`config.mk`:
```
export PLATFORM = sky130hd
export DESIGN_NAME = rgb_hls_color_convert_core_flat
export DESIGN_NICKNAME = d
export VERILOG_FILES = /design/src/rtl/core/rhc_pkg.sv /design/src/rtl/core/rhc_if.sv /design/src/rtl/core/rhc_div.sv /design/src/rtl/core/rhc_front.sv /design/src/rtl/core/rhc_queue.sv /design/src/rtl/core/rhc_back.sv /design/src/rtl/core/rgb_hls_color_convert_core.sv /design/src/flat_wrapper.sv
export SDC_FILE = /design/constraint.sdc
export NUM_CORES = 2
export LEC_CHECK = 0
export BUFFER_PORTS_ARGS = -buffer_cell sky130_fd_sc_hd__buf_4
export CAP_MARGIN = 20
export CELL_PAD_IN_SITES_DETAIL_PLACEMENT = 0
export CELL_PAD_IN_SITES_GLOBAL_PLACEMENT = 2
export CORE_MARGIN = 1
export CORE_UTILIZATION = 49
export DETAILED_ROUTE_END_ITERATION = 10
export GPL_ROUTABILITY_DRIVEN = 0
export MAX_ROUTING_LAYER = met4
export PLACE_DENSITY_LB_ADDON = 0.1
export SYNTH_ARGS = -nofsm -noshare
export SYNTH_HDL_FRONTEND = slang
export SYNTH_SLANG_ARGS = --single-unit
```
`constraint.sdc`:
```
create_clock -name i_clk -period 139.4 [get_ports i_clk]
set_input_delay 27.88 -clock i_clk [delete_from_list [all_inputs] [get_ports i_clk]]
set_output_delay 27.88 -clock i_clk [all_outputs]
set_load 0.005 [all_outputs]
```
`src/rtl/core/rhc_pkg.sv`:
```
// Shared types, constants and constant-divisor helpers of the RGB/HLS colour converter.
// No dependencies; the front, queue, back and top level import this package.
package rhc_pkg;

    localparam int QUEUE_DEPTH_DEF = 4;
    localparam int DIV_Q_W         = 8;
    localparam int DIV_NUM_W       = 16;
    localparam int DIV_DEN_W       = 8;

    localparam logic [1:0] OP_TO_HLS = 2'd0;
    localparam logic [1:0] OP_TO_RGB = 2'd1;
    localparam logic [1:0] OP_LUMA   = 2'd2;

    localparam logic [7:0] HUE_BASE_RED   = 8'd0;
    localparam logic [7:0] HUE_BASE_GREEN = 8'd80;
    localparam logic [7:0] HUE_BASE_BLUE  = 8'd160;
    localparam logic [7:0] HUE_FULL       = 8'd240;
    localparam logic [7:0] LUM_MAX        = 8'd240;

    localparam logic [2:0] SEC_0 = 3'd0;
    localparam logic [2:0] SEC_1 = 3'd1;
    localparam logic [2:0] SEC_2 = 3'd2;
    localparam logic [2:0] SEC_3 = 3'd3;
    localparam logic [2:0] SEC_4 = 3'd4;
    localparam logic [2:0] SEC_5 = 3'd5;

    // Classified item, as held in the queue between front and back.
    typedef struct packed {
        logic [1:0]            op;
        logic                  grey;
        logic [8:0]            sum;
        logic [7:0]            hue_base;
        logic                  hue_neg;
        logic [DIV_NUM_W-1:0]  hue_num;
        logic [DIV_DEN_W-1:0]  hue_den;
        logic [DIV_NUM_W-1:0]  sat_num;
        logic [DIV_DEN_W-1:0]  sat_den;
        logic [7:0]            in_hue;
        logic [7:0]            in_lum;
        logic [7:0]            in_sat;
        logic signed [10:0]    step;
        logic                  rel;
    } t_work;

    typedef struct packed {
        logic full;
        logic empty;
    } t_q_status;

    // x / 255 for x below 2^17: reciprocal estimate, then one correction.
    function automatic logic [9:0] f_udiv255(input logic [16:0] x);
        logic [25:0] p;
        logic [9:0]  q;
        logic [17:0] r;
        p = {9'd0, x} + {1'b0, x, 8'd0};
        q = p[25:16];
        r = {1'b0, x} - 18'(({8'd0, q} << 8) - {8'd0, q});
        if (r >= 18'd255) begin
            q = q + 10'd1;
        end
        return q;
    endfunction

    // x / 25 for x below 2^13.
    function automatic logic [8:0] f_udiv25(input logic [12:0] x);
        logic [24:0] p;
        logic [8:0]  q;
        logic [13:0] r;
        p = 25'(x) * 25'd2621;
        q = p[24:16];
        r = {1'b0, x} - ({5'd0, q} * 14'd25);
        if (r >= 14'd25) begin
            q = q + 9'd1;
        end
        return q;
    endfunction

    // x / 40 for x below 2^16.
    function automatic logic [10:0] f_udiv40(input logic [15:0] x);
        logic [26:0] p;
        logic [10:0] q;
        logic [16:0] r;
        p = 27'(x) * 27'd1638;
        q = p[26:16];
        r = {1'b0, x} - ({6'd0, q} * 17'd40);
        if (r >= 17'd40) begin
            q = q + 11'd1;
        end
        return q;
    endfunction

endpackage

```
`src/rtl/core/rhc_if.sv`:
```
// Valid/ready channel interfaces of the colour converter: input items and result items.
// Self-contained; used by the front, back and top level.
interface rhc_in_if;
    logic               valid;
    logic               ready;
    logic [1:0]         op;
    logic [23:0]        in_rgb;
    logic [7:0]         in_hue;
    logic [7:0]         in_lum;
    logic [7:0]         in_sat;
    logic signed [10:0] luma_step;
    logic               relative;

    modport source (output valid, op, in_rgb, in_hue, in_lum, in_sat, luma_step, relative,
                    input ready);
    modport sink   (input valid, op, in_rgb, in_hue, in_lum, in_sat, luma_step, relative,
                    output ready);
endinterface

interface rhc_out_if;
    logic        valid;
    logic        ready;
    logic [23:0] out_rgb;
    logic [7:0]  out_hue;
    logic [7:0]  out_lum;
    logic [7:0]  out_sat;

    modport source (output valid, out_rgb, out_hue, out_lum, out_sat, input ready);
    modport sink   (input valid, out_rgb, out_hue, out_lum, out_sat, output ready);
endinterface

```
`src/rtl/core/rhc_div.sv`:
```
// Pipelined restoring divider, one quotient bit per stage.
// Depends on nothing; the quotient must fit in Q_W bits.
module rhc_div #(
    parameter int NUM_W = 16,
    parameter int DEN_W = 8,
    parameter int Q_W   = 8
) (
    input  logic             i_clk,
    input  logic             i_en,
    input  logic [NUM_W-1:0] i_num,
    input  logic [DEN_W-1:0] i_den,
    output logic [Q_W-1:0]   o_quo
);
    localparam int CW = (NUM_W > DEN_W + Q_W) ? NUM_W : DEN_W + Q_W;

    logic [CW-1:0]    r_rem [Q_W-1];
    logic [DEN_W-1:0] r_den [Q_W-1];
    logic [Q_W-1:0]   r_quo [Q_W];

    logic [CW-1:0]    rem_in [Q_W];
    logic [DEN_W-1:0] den_in [Q_W];
    logic [Q_W-1:0]   quo_in [Q_W];
    logic [CW-1:0]    trial  [Q_W];
    logic             fit    [Q_W];

    // Each stage tries the divisor shifted to its quotient bit.
    always_comb begin
        rem_in[0] = CW'(i_num);
        den_in[0] = i_den;
        quo_in[0] = '0;
        for (int k = 1; k < Q_W; k++) begin
            rem_in[k] = r_rem[k-1];
            den_in[k] = r_den[k-1];
            quo_in[k] = r_quo[k-1];
        end
        for (int k = 0; k < Q_W; k++) begin
            trial[k] = CW'(den_in[k]) << (Q_W - 1 - k);
            fit[k]   = (rem_in[k] >= trial[k]);
        end
    end

    always_ff @(posedge i_clk) begin
        if (i_en) begin
            for (int k = 0; k < Q_W; k++) begin
                r_quo[k] <= quo_in[k] | (fit[k] ? (Q_W'(1) << (Q_W - 1 - k)) : '0);
            end
            for (int k = 0; k < Q_W - 1; k++) begin
                r_rem[k] <= fit[k] ? (rem_in[k] - trial[k]) : rem_in[k];
                r_den[k] <= den_in[k];
            end
        end
    end

    assign o_quo = r_quo[Q_W-1];

endmodule

```
`src/rtl/core/rhc_front.sv`:
```
// Front of the colour converter: accept an item, find max/min and set up both divisions.
// Depends on rhc_pkg and rhc_in_if.
module rhc_front import rhc_pkg::*; (
    input  logic    i_clk,
    input  logic    i_rst_n,
    rhc_in_if.sink  i_in,
    input  logic    i_full,
    output logic    o_push,
    output t_work   o_work
);
    logic        r_valid;
    t_work       r_work;
    t_work       n_work;
    logic [7:0]  cr, cg, cb, mx, mn, d, dmag;
    logic [8:0]  sum, sat_den;

    assign o_push     = r_valid && !i_full;
    assign i_in.ready = !r_valid || !i_full;
    assign o_work     = r_work;

    always_comb begin
        cr = i_in.in_rgb[7:0];
        cg = i_in.in_rgb[15:8];
        cb = i_in.in_rgb[23:16];
        mx = cr;
        mn = cr;
        if (cg > mx) mx = cg;
        if (cb > mx) mx = cb;
        if (cg < mn) mn = cg;
        if (cb < mn) mn = cb;
        sum = {1'b0, mx} + {1'b0, mn};
        d   = mx - mn;

        n_work.op       = i_in.op;
        n_work.grey     = (d == 8'd0);
        n_work.sum      = sum;
        n_work.in_hue   = i_in.in_hue;
        n_work.in_lum   = i_in.in_lum;
        n_work.in_sat   = i_in.in_sat;
        n_work.step     = i_in.luma_step;
        n_work.rel      = i_in.relative;

        // Hue sector by dominant channel; keep the difference as sign and magnitude.
        if (mx == cr) begin
            n_work.hue_base = HUE_BASE_RED;
            n_work.hue_neg  = (cg < cb);
            dmag            = (cg < cb) ? (cb - cg) : (cg - cb);
        end else if (mx == cg) begin
            n_work.hue_base = HUE_BASE_GREEN;
            n_work.hue_neg  = (cb < cr);
            dmag            = (cb < cr) ? (cr - cb) : (cb - cr);
        end else begin
            n_work.hue_base = HUE_BASE_BLUE;
            n_work.hue_neg  = (cr < cg);
            dmag            = (cr < cg) ? (cg - cr) : (cr - cg);
        end

        sat_den = (sum <= 9'd255) ? sum : (9'd510 - sum);

        n_work.hue_num = DIV_NUM_W'(dmag) * DIV_NUM_W'(40);
        n_work.sat_num = DIV_NUM_W'(d) * DIV_NUM_W'(240);
        // A grey colour never uses the quotients; keep the divisors non-zero.
        n_work.hue_den = n_work.grey ? DIV_DEN_W'(1) : DIV_DEN_W'(d);
        n_work.sat_den = n_work.grey ? DIV_DEN_W'(1) : DIV_DEN_W'(sat_den);
    end

    always_ff @(posedge i_clk) begin
        if (!i_rst_n) begin
            r_valid <= 1'b0;
        end else if (i_in.ready) begin
            r_valid <= i_in.valid;
        end
    end

    always_ff @(posedge i_clk) begin
        if (i_in.valid && i_in.ready) begin
            r_work <= n_work;
        end
    end

endmodule

```
`src/rtl/core/rhc_queue.sv`:
```
// Short FIFO of classified items between the front and the back.
// Depends on rhc_pkg.
module rhc_queue import rhc_pkg::*; #(
    parameter int DEPTH = QUEUE_DEPTH_DEF
) (
    input  logic      i_clk,
    input  logic      i_rst_n,
    input  logic      i_push,
    input  t_work     i_work,
    input  logic      i_pop,
    output t_work     o_work,
    output t_q_status o_status
);
    localparam int IW = $clog2(DEPTH);
    localparam int CW = $clog2(DEPTH + 1);

    t_work         r_mem [DEPTH];
    logic [IW-1:0] r_wr, r_rd;
    logic [CW-1:0] r_cnt;

    always_ff @(posedge i_clk) begin
        if (!i_rst_n) begin
            r_wr  <= '0;
            r_rd  <= '0;
            r_cnt <= '0;
        end else begin
            if (i_push) begin
                r_wr <= (r_wr == IW'(DEPTH - 1)) ? '0 : r_wr + IW'(1);
            end
            if (i_pop) begin
                r_rd <= (r_rd == IW'(DEPTH - 1)) ? '0 : r_rd + IW'(1);
            end
            r_cnt <= r_cnt + CW'(i_push) - CW'(i_pop);
        end
    end

    always_ff @(posedge i_clk) begin
        if (i_push) begin
            r_mem[r_wr] <= i_work;
        end
    end

    assign o_work         = r_mem[r_rd];
    assign o_status.full  = (r_cnt == CW'(DEPTH));
    assign o_status.empty = (r_cnt == '0);

endmodule

```
`src/rtl/core/rhc_back.sv`:
```
// Back of the colour converter: divisions, HLS assembly, luma step and HLS to RGB.
// Depends on rhc_pkg, rhc_div and rhc_out_if; all stages advance together.
module rhc_back import rhc_pkg::*; (
    input  logic      i_clk,
    input  logic      i_rst_n,
    input  logic      i_valid,
    input  t_work     i_work,
    output logic      o_take,
    rhc_out_if.source o_out
);
    typedef struct packed {
        logic [1:0]         op;
        logic               grey;
        logic [8:0]         sum;
        logic [7:0]         hue_base;
        logic               hue_neg;
        logic [7:0]         in_hue;
        logic [7:0]         in_lum;
        logic [7:0]         in_sat;
        logic signed [10:0] step;
        logic               rel;
    } t_side;

    typedef struct packed {
        logic [1:0] op;
        logic [7:0] h;
        logic [7:0] l;
        logic [7:0] s;
    } t_tail;

    typedef struct packed {
        t_tail      tl;
        logic [7:0] th;
        logic [7:0] tlum;
        logic [7:0] ts;
    } t_st1;

    typedef struct packed {
        t_tail      tl;
        logic [8:0] l255;
        logic [8:0] s255;
        logic [2:0] sector;
        logic [5:0] rem;
        logic       grey;
        logic [7:0] greyv;
    } t_st2;

    typedef struct packed {
        t_tail              tl;
        logic [8:0]         l255;
        logic               lowb;
        logic signed [18:0] pa;
        logic signed [18:0] pb;
        logic [2:0]         sector;
        logic [5:0]         rem;
        logic               grey;
        logic [7:0]         greyv;
    } t_st3;

    typedef struct packed {
        t_tail              tl;
        logic signed [10:0] maxc;
        logic signed [10:0] minc;
        logic signed [10:0] span;
        logic [2:0]         sector;
        logic [5:0]         rem;
        logic               grey;
        logic [7:0]         greyv;
    } t_st4;

    typedef struct packed {
        t_tail              tl;
        logic signed [10:0] maxc;
        logic signed [10:0] minc;
        logic signed [10:0] span;
        logic signed [16:0] prod;
        logic [2:0]         sector;
        logic               grey;
        logic [7:0]         greyv;
    } t_st5;

    function automatic logic signed [10:0] f_sdiv255(input logic signed [18:0] x);
        logic [18:0] m;
        logic [9:0]  q;
        m = x[18] ? 19'(-x) : 19'(x);
        q = f_udiv255(m[16:0]);
        return x[18] ? -$signed({1'b0, q}) : $signed({1'b0, q});
    endfunction

    function automatic logic [7:0] f_clamp8(input logic signed [11:0] v);
        if (v < 12'sd0) return 8'd0;
        if (v > 12'sd255) return 8'd255;
        return v[7:0];
    endfunction

    logic                  adv;
    logic [DIV_Q_W-1:0]    hq, sq;
    logic                  r_dv [DIV_Q_W];
    t_side                 r_side [DIV_Q_W];
    t_side                 side_in, sd;
    logic                  r1_valid, r2_valid, r3_valid, r4_valid, r5_valid, r_out_valid;
    t_st1                  r1, n1;
    t_st2                  r2, n2;
    t_st3                  r3, n3;
    t_st4                  r4, n4;
    t_st5                  r5, n5;
    logic [23:0]           r_rgb, n_rgb;
    logic [7:0]            r_hue, r_lum, r_sat, n_hue, n_lum, n_sat;

    // Stage-local helpers.
    logic [8:0]            hwrap;
    logic [7:0]            hval;
    logic [9:0]            lq;
    logic [10:0]           step_mag;
    logic [8:0]            dq;
    logic signed [11:0]    delta, nl_raw;
    logic [7:0]            nl, hh;
    logic [12:0]           l17, s17;
    logic signed [18:0]    ls, ss;
    logic signed [10:0]    t_hi, l11;
    logic signed [16:0]    rem17, span17;
    logic [16:0]           pmag;
    logic [10:0]           fq;
    logic signed [11:0]    frac, mx12, mn12, sp12, cr, cg, cb;

    assign adv    = !r_out_valid || o_out.ready;
    assign o_take = adv;

    assign side_in = '{op: i_work.op, grey: i_work.grey, sum: i_work.sum,
                       hue_base: i_work.hue_base, hue_neg: i_work.hue_neg,
                       in_hue: i_work.in_hue, in_lum: i_work.in_lum, in_sat: i_work.in_sat,
                       step: i_work.step, rel: i_work.rel};

    rhc_div #(.NUM_W(DIV_NUM_W), .DEN_W(DIV_DEN_W), .Q_W(DIV_Q_W)) u_hue_div (
        .i_clk (i_clk),
        .i_en  (adv),
        .i_num (i_work.hue_num),
        .i_den (i_work.hue_den),
        .o_quo (hq)
    );

    rhc_div #(.NUM_W(DIV_NUM_W), .DEN_W(DIV_DEN_W), .Q_W(DIV_Q_W)) u_sat_div (
        .i_clk (i_clk),
        .i_en  (adv),
        .i_num (i_work.sat_num),
        .i_den (i_work.sat_den),
        .o_quo (sq)
    );

    assign sd = r_side[DIV_Q_W-1];

    // Stage 1: assemble HLS, apply the luma step, pick the HLS to RGB operands.
    always_comb begin
        hwrap = {1'b0, sd.hue_base} + {1'b0, HUE_FULL} - 9'(hq);
        if (sd.hue_neg) begin
            hval = (8'(hq) > sd.hue_base) ? hwrap[7:0] : (sd.hue_base - 8'(hq));
        end else begin
            hval = sd.hue_base + 8'(hq);
        end
        lq       = f_udiv255(17'(sd.sum) * 17'd120);
        step_mag = sd.step[10] ? 11'(-sd.step) : 11'(sd.step);
        dq       = f_udiv25(13'(step_mag) * 13'd6);
        delta    = sd.step[10] ? -$signed({3'b0, dq}) : $signed({3'b0, dq});
        nl_raw   = sd.rel ? ($signed({4'b0, lq[7:0]}) + delta) : delta;
        if (nl_raw < 12'sd0) begin
            nl = 8'd0;
        end else if (nl_raw > $signed({4'b0, LUM_MAX})) begin
            nl = LUM_MAX;
        end else begin
            nl = nl_raw[7:0];
        end

        n1.tl.op = sd.op;
        n1.tl.h  = sd.grey ? 8'd0 : hval;
        n1.tl.l  = lq[7:0];
        n1.tl.s  = sd.grey ? 8'd0 : 8'(sq);
        if (sd.op == OP_TO_RGB) begin
            n1.th   = sd.in_hue;
            n1.tlum = sd.in_lum;
            n1.ts   = sd.in_sat;
        end else begin
            n1.th   = n1.tl.h;
            n1.tlum = nl;
            n1.ts   = n1.tl.s;
        end
    end

    // Stage 2: rescale to 0..255, split the hue into sector and remainder.
    always_comb begin
        l17 = {5'd0, r1.tlum} + {1'b0, r1.tlum, 4'd0};
        s17 = {5'd0, r1.ts} + {1'b0, r1.ts, 4'd0};
        hh  = (r1.th >= HUE_FULL) ? (r1.th - HUE_FULL) : r1.th;
        n2.tl    = r1.tl;
        n2.l255  = l17[12:4];
        n2.s255  = s17[12:4];
        n2.grey  = (r1.ts == 8'd0);
        n2.greyv = (l17[12:4] > 9'd255) ? 8'd255 : l17[11:4];
        if (hh < 8'd40) begin
            n2.sector = SEC_0;
            n2.rem    = 6'(hh);
        end else if (hh < 8'd80) begin
            n2.sector = SEC_1;
            n2.rem    = 6'(hh - 8'd40);
        end else if (hh < 8'd120) begin
            n2.sector = SEC_2;
            n2.rem    = 6'(hh - 8'd80);
        end else if (hh < 8'd160) begin
            n2.sector = SEC_3;
            n2.rem    = 6'(hh - 8'd120);
        end else if (hh < 8'd200) begin
            n2.sector = SEC_4;
            n2.rem    = 6'(hh - 8'd160);
        end else begin
            n2.sector = SEC_5;
            n2.rem    = 6'(hh - 8'd200);
        end
    end

    // Stage 3: products for the max and min channel levels.
    always_comb begin
        ls = $signed({10'd0, r2.l255});
        ss = $signed({10'd0, r2.s255});
        n3.tl     = r2.tl;
        n3.l255   = r2.l255;
        n3.lowb   = (r2.l255 <= 9'd127);
        n3.sector = r2.sector;
        n3.rem    = r2.rem;
        n3.grey   = r2.grey;
        n3.greyv  = r2.greyv;
        if (r2.l255 <= 9'd127) begin
            n3.pa = ls * (19'sd255 + ss);
            n3.pb = ls * (19'sd255 - ss);
        end else begin
            n3.pa = (19'sd255 - ls) * ss;
            n3.pb = '0;
        end
    end

    // Stage 4: divide by 255, form max, min and span.
    always_comb begin
        t_hi = f_sdiv255(r3.pa);
        l11  = $signed({2'b0, r3.l255});
        n4.tl     = r3.tl;
        n4.sector = r3.sector;
        n4.rem    = r3.rem;
        n4.grey   = r3.grey;
        n4.greyv  = r3.greyv;
        if (r3.lowb) begin
            n4.maxc = t_hi;
            n4.minc = f_sdiv255(r3.pb);
        end else begin
            n4.maxc = l11 + t_hi;
            n4.minc = l11 - t_hi;
        end
        n4.span = n4.maxc - n4.minc;
    end

    // Stage 5: remainder times span.
    always_comb begin
        rem17  = $signed({11'd0, r4.rem});
        span17 = 17'(r4.span);
        n5.tl     = r4.tl;
        n5.maxc   = r4.maxc;
        n5.minc   = r4.minc;
        n5.span   = r4.span;
        n5.prod   = rem17 * span17;
        n5.sector = r4.sector;
        n5.grey   = r4.grey;
        n5.greyv  = r4.greyv;
    end

    // Stage 6: divide by 40, place channels by sector, clamp and format the result.
    always_comb begin
        pmag = r5.prod[16] ? 17'(-r5.prod) : 17'(r5.prod);
        fq   = f_udiv40(pmag[15:0]);
        frac = r5.prod[16] ? -$signed({1'b0, fq}) : $signed({1'b0, fq});
        mx12 = 12'(r5.maxc);
        mn12 = 12'(r5.minc);
        sp12 = 12'(r5.span);
        case (r5.sector)
            SEC_0: begin
                cr = mx12;               cg = mn12 + frac;        cb = mn12;
            end
            SEC_1: begin
                cr = mn12 + sp12 - frac; cg = mx12;               cb = mn12;
            end
            SEC_2: begin
                cr = mn12;               cg = mx12;               cb = mn12 + frac;
            end
            SEC_3: begin
                cr = mn12;               cg = mn12 + sp12 - frac; cb = mx12;
            end
            SEC_4: begin
                cr = mn12 + frac;        cg = mn12;               cb = mx12;
            end
            default: begin
                cr = mx12;               cg = mn12;               cb = mn12 + sp12 - frac;
            end
        endcase

        n_rgb = '0;
        n_hue = '0;
        n_lum = '0;
        n_sat = '0;
        case (r5.tl.op) inside
            OP_TO_HLS: begin
                n_hue = r5.tl.h;
                n_lum = r5.tl.l;
                n_sat = r5.tl.s;
            end
            OP_TO_RGB, OP_LUMA: begin
                n_rgb = r5.grey ? {r5.greyv, r5.greyv, r5.greyv}
                                : {f_clamp8(cb), f_clamp8(cg), f_clamp8(cr)};
            end
            default: begin
                n_rgb = '0;
            end
        endcase
    end

    always_ff @(posedge i_clk) begin
        if (!i_rst_n) begin
            for (int k = 0; k < DIV_Q_W; k++) begin
                r_dv[k] <= 1'b0;
            end
            r1_valid    <= 1'b0;
            r2_valid    <= 1'b0;
            r3_valid    <= 1'b0;
            r4_valid    <= 1'b0;
            r5_valid    <= 1'b0;
            r_out_valid <= 1'b0;
        end else if (adv) begin
            r_dv[0] <= i_valid;
            for (int k = 1; k < DIV_Q_W; k++) begin
                r_dv[k] <= r_dv[k-1];
            end
            r1_valid    <= r_dv[DIV_Q_W-1];
            r2_valid    <= r1_valid;
            r3_valid    <= r2_valid;
            r4_valid    <= r3_valid;
            r5_valid    <= r4_valid;
            r_out_valid <= r5_valid;
        end
    end

    always_ff @(posedge i_clk) begin
        if (adv) begin
            r_side[0] <= side_in;
            for (int k = 1; k < DIV_Q_W; k++) begin
                r_side[k] <= r_side[k-1];
            end
            r1    <= n1;
            r2    <= n2;
            r3    <= n3;
            r4    <= n4;
            r5    <= n5;
            r_rgb <= n_rgb;
            r_hue <= n_hue;
            r_lum <= n_lum;
            r_sat <= n_sat;
        end
    end

    assign o_out.valid   = r_out_valid;
    assign o_out.out_rgb = r_rgb;
    assign o_out.out_hue = r_hue;
    assign o_out.out_lum = r_lum;
    assign o_out.out_sat = r_sat;

endmodule

```
`src/rtl/core/rgb_hls_color_convert_core.sv`:
```
// Top level of the RGB/HLS colour converter (0..240 HLS scale).
// Depends on rhc_pkg, rhc_if, rhc_front, rhc_queue, rhc_div and rhc_back.
//
//   port    | dir | role
//   --------+-----+---------------------------------------------------------------
//   i_in    | in  | items: op, in_rgb, in_hue, in_lum, in_sat, luma_step, relative
//   o_out   | out | results: out_rgb, out_hue, out_lum, out_sat
//
// One item per clock sustained while nothing stalls; an accepted item passes through
// the front register, 1 queue slot, 8 divider stages (one quotient bit per stage, hue
// and saturation dividers side by side) and 6 back stages before its result is presented.
// Reset is synchronous and active low; it clears valid bits, queue pointers and queue count only.
// The back advances as one pipeline whenever the output register is empty or taken;
// while it is held, the queue absorbs up to QUEUE_DEPTH items and then the front.
module rgb_hls_color_convert_core import rhc_pkg::*; #(
    parameter int QUEUE_DEPTH = QUEUE_DEPTH_DEF
) (
    input  logic      i_clk,
    input  logic      i_rst_n,
    rhc_in_if.sink    i_in,
    rhc_out_if.source o_out
);
    logic      push;
    logic      pop;
    logic      take;
    t_work     front_work;
    t_work     queue_work;
    t_q_status q_status;

    // Classify: max/min, hue sector and divider operands.
    rhc_front u_front (
        .i_clk   (i_clk),
        .i_rst_n (i_rst_n),
        .i_in    (i_in),
        .i_full  (q_status.full),
        .o_push  (push),
        .o_work  (front_work)
    );

    // Decouple front from back so either side can stall on its own.
    rhc_queue #(.DEPTH(QUEUE_DEPTH)) u_queue (
        .i_clk    (i_clk),
        .i_rst_n  (i_rst_n),
        .i_push   (push),
        .i_work   (front_work),
        .i_pop    (pop),
        .o_work   (queue_work),
        .o_status (q_status)
    );

    // Drop an item into the back only when the whole back pipeline advances.
    assign pop = take && !q_status.empty;

    rhc_back u_back (
        .i_clk   (i_clk),
        .i_rst_n (i_rst_n),
        .i_valid (pop),
        .i_work  (queue_work),
        .o_take  (take),
        .o_out   (o_out)
    );

    // The front must never write into a full queue.
    a_no_overflow: assert property (@(posedge i_clk) disable iff (!i_rst_n)
        push |-> !q_status.full)
        else $error("push into full queue");

    // An HLS result never carries a colour.
    a_hls_no_rgb: assert property (@(posedge i_clk) disable iff (!i_rst_n)
        (o_out.valid && (o_out.out_hue != 8'd0 || o_out.out_lum != 8'd0
                         || o_out.out_sat != 8'd0)) |-> (o_out.out_rgb == 24'd0))
        else $error("hls result with non-zero rgb");

    // HLS results stay on scale.
    a_hls_range: assert property (@(posedge i_clk) disable iff (!i_rst_n)
        o_out.valid |-> (o_out.out_hue < HUE_FULL && o_out.out_lum <= LUM_MAX
                         && o_out.out_sat <= LUM_MAX))
        else $error("hls result out of range");

endmodule
```
`src/flat_wrapper.sv`:
```
// flat-port wrapper written by rule: the top's interface ports become plain ports
module rgb_hls_color_convert_core_flat import rhc_pkg::*;
#(
    parameter int QUEUE_DEPTH = QUEUE_DEPTH_DEF
)
  (i_clk, i_rst_n, i_in_valid, i_in_op, i_in_in_rgb, i_in_in_hue, i_in_in_lum, i_in_in_sat, i_in_luma_step, i_in_relative, i_in_ready, o_out_valid, o_out_out_rgb, o_out_out_hue, o_out_out_lum, o_out_out_sat, o_out_ready);
  rhc_in_if i_in_i ();
  rhc_out_if o_out_i ();
  input  logic i_clk;
  input  logic i_rst_n;
  input wire logic [$bits(i_in_i.valid)-1:0] i_in_valid;
  input wire logic [$bits(i_in_i.op)-1:0] i_in_op;
  input wire logic [$bits(i_in_i.in_rgb)-1:0] i_in_in_rgb;
  input wire logic [$bits(i_in_i.in_hue)-1:0] i_in_in_hue;
  input wire logic [$bits(i_in_i.in_lum)-1:0] i_in_in_lum;
  input wire logic [$bits(i_in_i.in_sat)-1:0] i_in_in_sat;
  input wire logic [$bits(i_in_i.luma_step)-1:0] i_in_luma_step;
  input wire logic [$bits(i_in_i.relative)-1:0] i_in_relative;
  output wire logic [$bits(i_in_i.ready)-1:0] i_in_ready;
  output wire logic [$bits(o_out_i.valid)-1:0] o_out_valid;
  output wire logic [$bits(o_out_i.out_rgb)-1:0] o_out_out_rgb;
  output wire logic [$bits(o_out_i.out_hue)-1:0] o_out_out_hue;
  output wire logic [$bits(o_out_i.out_lum)-1:0] o_out_out_lum;
  output wire logic [$bits(o_out_i.out_sat)-1:0] o_out_out_sat;
  input wire logic [$bits(o_out_i.ready)-1:0] o_out_ready;
  assign i_in_i.valid = i_in_valid;
  assign i_in_i.op = i_in_op;
  assign i_in_i.in_rgb = i_in_in_rgb;
  assign i_in_i.in_hue = i_in_in_hue;
  assign i_in_i.in_lum = i_in_in_lum;
  assign i_in_i.in_sat = i_in_in_sat;
  assign i_in_i.luma_step = i_in_luma_step;
  assign i_in_i.relative = i_in_relative;
  assign i_in_ready = i_in_i.ready;
  assign o_out_valid = o_out_i.valid;
  assign o_out_out_rgb = o_out_i.out_rgb;
  assign o_out_out_hue = o_out_i.out_hue;
  assign o_out_out_lum = o_out_i.out_lum;
  assign o_out_out_sat = o_out_i.out_sat;
  assign o_out_i.ready = o_out_ready;
  rgb_hls_color_convert_core #(.QUEUE_DEPTH(QUEUE_DEPTH)) u_core (.i_clk(i_clk), .i_rst_n(i_rst_n), .i_in(i_in_i), .o_out(o_out_i));
endmodule
```
==> metrics <==
worst hold slack=378 ps; Clock transition at path regs=60 ps; Post-CTS Setup Bufs=0; GR Overflow Total=0; final max-slew violation count=0; Die Ht=451 µm; Fill cells=17000; sequential fraction of the synthesis area=49.8%; crit path capture type=register; I/O Buffers=115; Tightest Pin Transition=1140 ps; CP top delay family=compound AO/OA/AOI/OAI gates; Synth Flop Type=edfxtp_1; Nets=9573; remaining antenna violation count=0; FF-to-FF setup slack=120580 ps; Post-synth ARST share=0%; Area contributors post-synth=edfxtp_1 49%, ha_1 11%, fa_1 8.1%; crit path kind=in -> reg; endpoints failing setup=0; synthesized instance count=8039; DR DRC count=14; MaxCap Viol Count=0; Critical Path Start Type=input pin; share of the synthesized area in the top cell type=49.4%; num ports=116; clk sinks=1645; outcome=finished, violations left; first-iteration detailed-routing DRC count=3641; Seq cells post-synth=1645; via count=58500; Hold Buf Count CTS=0; CTS tree=yes; top fanout value on the critical path=16; post-synthesis average cell area=12.3 µm²; most frequent CP cell=a21oi_1; fin util=54.4%; CTS H-tree depth=4; Die X=451 µm; average wire per standard cell=18.5 µm; area of the core=200000 µm²; post_cts resized=0; Root Driver=clkbuf_16; net count after synthesis=9384; HP Class=reg -> reg; pin count of the biggest net entering global routing=198; FMAX=0.0281 GHz; Max Clock Skew=66.4 ps; failing checks=DRC; Layout area overhead=10.2%; synthesized cell area=98800 µm²; Num CTS Buffers=171; most common cell after layout, fill and taps aside=edfxtp_1; Post-synth EDFFs=1624; number of iterations in the first detailed-routing pass=9; CP required=139990 ps; setup TNS=0 ps; Starting Density=49.4%; worst path arrival time=36120 ps; Slew headroom=23.3%; cell taking the most area after synthesis=edfxtp_1; CP max stage cell=xnor2_1; largest buffer count on any clock path=3; Synth Warn #=0; vias in the first global route=58900; initial antenna violation count=6; commonest non-fill, non-tap cells in the layout=1624 x edfxtp_1, 981 x inv_1, 880 x ha_1; minimum clock period=35540 ps; slowest stage delay, CP=660 ps; first-pass GRT wire length=326000 µm; total wire length=205000 µm; dpl hpwl=154000 µm; Clock Latency Late Sink=830 ps; final period utilization=25.5%; post-synthesis cell type count=113; GR Util All Layers=21.0%; Worst Path Buf+Inv=5; RSZ-0062 raised after global routing=false; die area=203000 µm²; via-per-instance ratio=5.30; layout cells sized above 1=7.79%; endpoints failing hold=0; FP Rows=164
[synth_stat cells, types with 11 or more instances]
cell / n
nand4_1: 47
a211o_1: 12
a21oi_1: 414
clkbuf_1: 141
nor2_1: 442
nand3_1: 81
o31ai_1: 42
fa_1: 399
o21a_1: 56
xor2_1: 139
a21boi_0: 30
buf_1: 24
nand2_1: 463
nor2b_1: 185
nor3b_1: 14
mux2_2: 28
inv_1: 982
o21bai_1: 81
nand3b_1: 12
mux4_2: 84
o2111ai_1: 14
a211oi_1: 45
mux2i_1: 74
nor4_1: 41
dfxtp_1: 21
or3_1: 34
edfxtp_1: 1624
and2_1: 159
o211a_1: 15
o21ai_1: 17
or4_1: 20
nor3_1: 92
or2_2: 15
nand2b_1: 140
o21ai_0: 265
a21o_1: 160
and3_1: 34
a31oi_1: 32
ha_1: 880
o211ai_1: 21
o41ai_1: 11
a221oi_1: 15
xnor2_1: 407
[final timing paths]
| check | start | end | depth (start not counted) |
|---|---|---|---|
| min reg2reg | u_core.u_back.u_sat_div.r_quo[1][3] | u_core.u_back.u_sat_div.r_quo[1][11] | 0 |
| max reg2reg | u_core.u_back.r_side[1][172] | u_core.u_back.r1[13] | 65 |
| max | i_in_in_rgb[8] | u_core.u_front.o_work[59] | 37 |
| min | u_core.u_back.u_sat_div.r_quo[1][3] | u_core.u_back.u_sat_div.r_quo[1][11] | 0 |
[flip-flops by register name, summed over array words and instances, names as in the netlist, 50 cells and up, named ones only]
name	count
u_core.u_back.n5	71
u_core.u_back.r_side	405
u_core.u_back.r5	66
u_core.u_queue.r_mem	352
u_core.u_back.u_sat_div.r_den	50
u_core.u_back.u_hue_div.r_rem	94
u_core.u_back.u_sat_div.r_rem	90
u_core.u_front.o_work	88
u_core.u_back.u_hue_div.r_den	55
[metrics by stage]
step	instances	area (µm²)	setup WS, ps
3_5_place_dp	10700	103000	102990
6_report	11000	109000	103860
2_1_floorplan	8039	98800	76640
5_1_grt	11000	109000	103110
3_3_place_gp	10700	103000	102930
4_1_cts	11000	109000	103920
[metal layers]
| metal | global-route usage (%) | vias to the layer above | wire [µm] |
|---|---|---|---|
| li1 | - | 28900 | - |
| met2 | 33.7 | 879 | 96700 |
| met5 | - | - | 0 |
| met4 | 4.94 | 0 | 4080 |
| met1 | 28.5 | 28400 | 97000 |
| met3 | 2.48 | 231 | 6880 |
[cell families after synthesis]
| group | synth area share, % |
|---|---|
| buffers and inverters | 4.46 |
| AOI/OAI and AO/OA | 9.04 |
| DFF | 49.8 |
| xor gates and xnor gates | 5.06 |
| and+or+nand+nor | 9.33 |
| muxes | 3.02 |
| adders and majority gates | 19.3 |
[layout make-up]
type / count / area (µm²) / share of cell area [%]
antenna: 3 / 7.51 / 0.00690
clock buffer: 203 / 4400 / 4.04
clock inverter: 117 / 1480 / 1.36
inverter: 996 / 3750 / 3.44
multi-input combinational: 5224 / 45200 / 41.5
sequential: 1645 / 49200 / 45.2
tap: 2656 / 3320 / 3.05
timing repair buffer: 190 / 1480 / 1.36
Power is left out: the tool's default activity adds up to more than one toggle a clock period on the data nets, which glitch-free logic cannot reach.
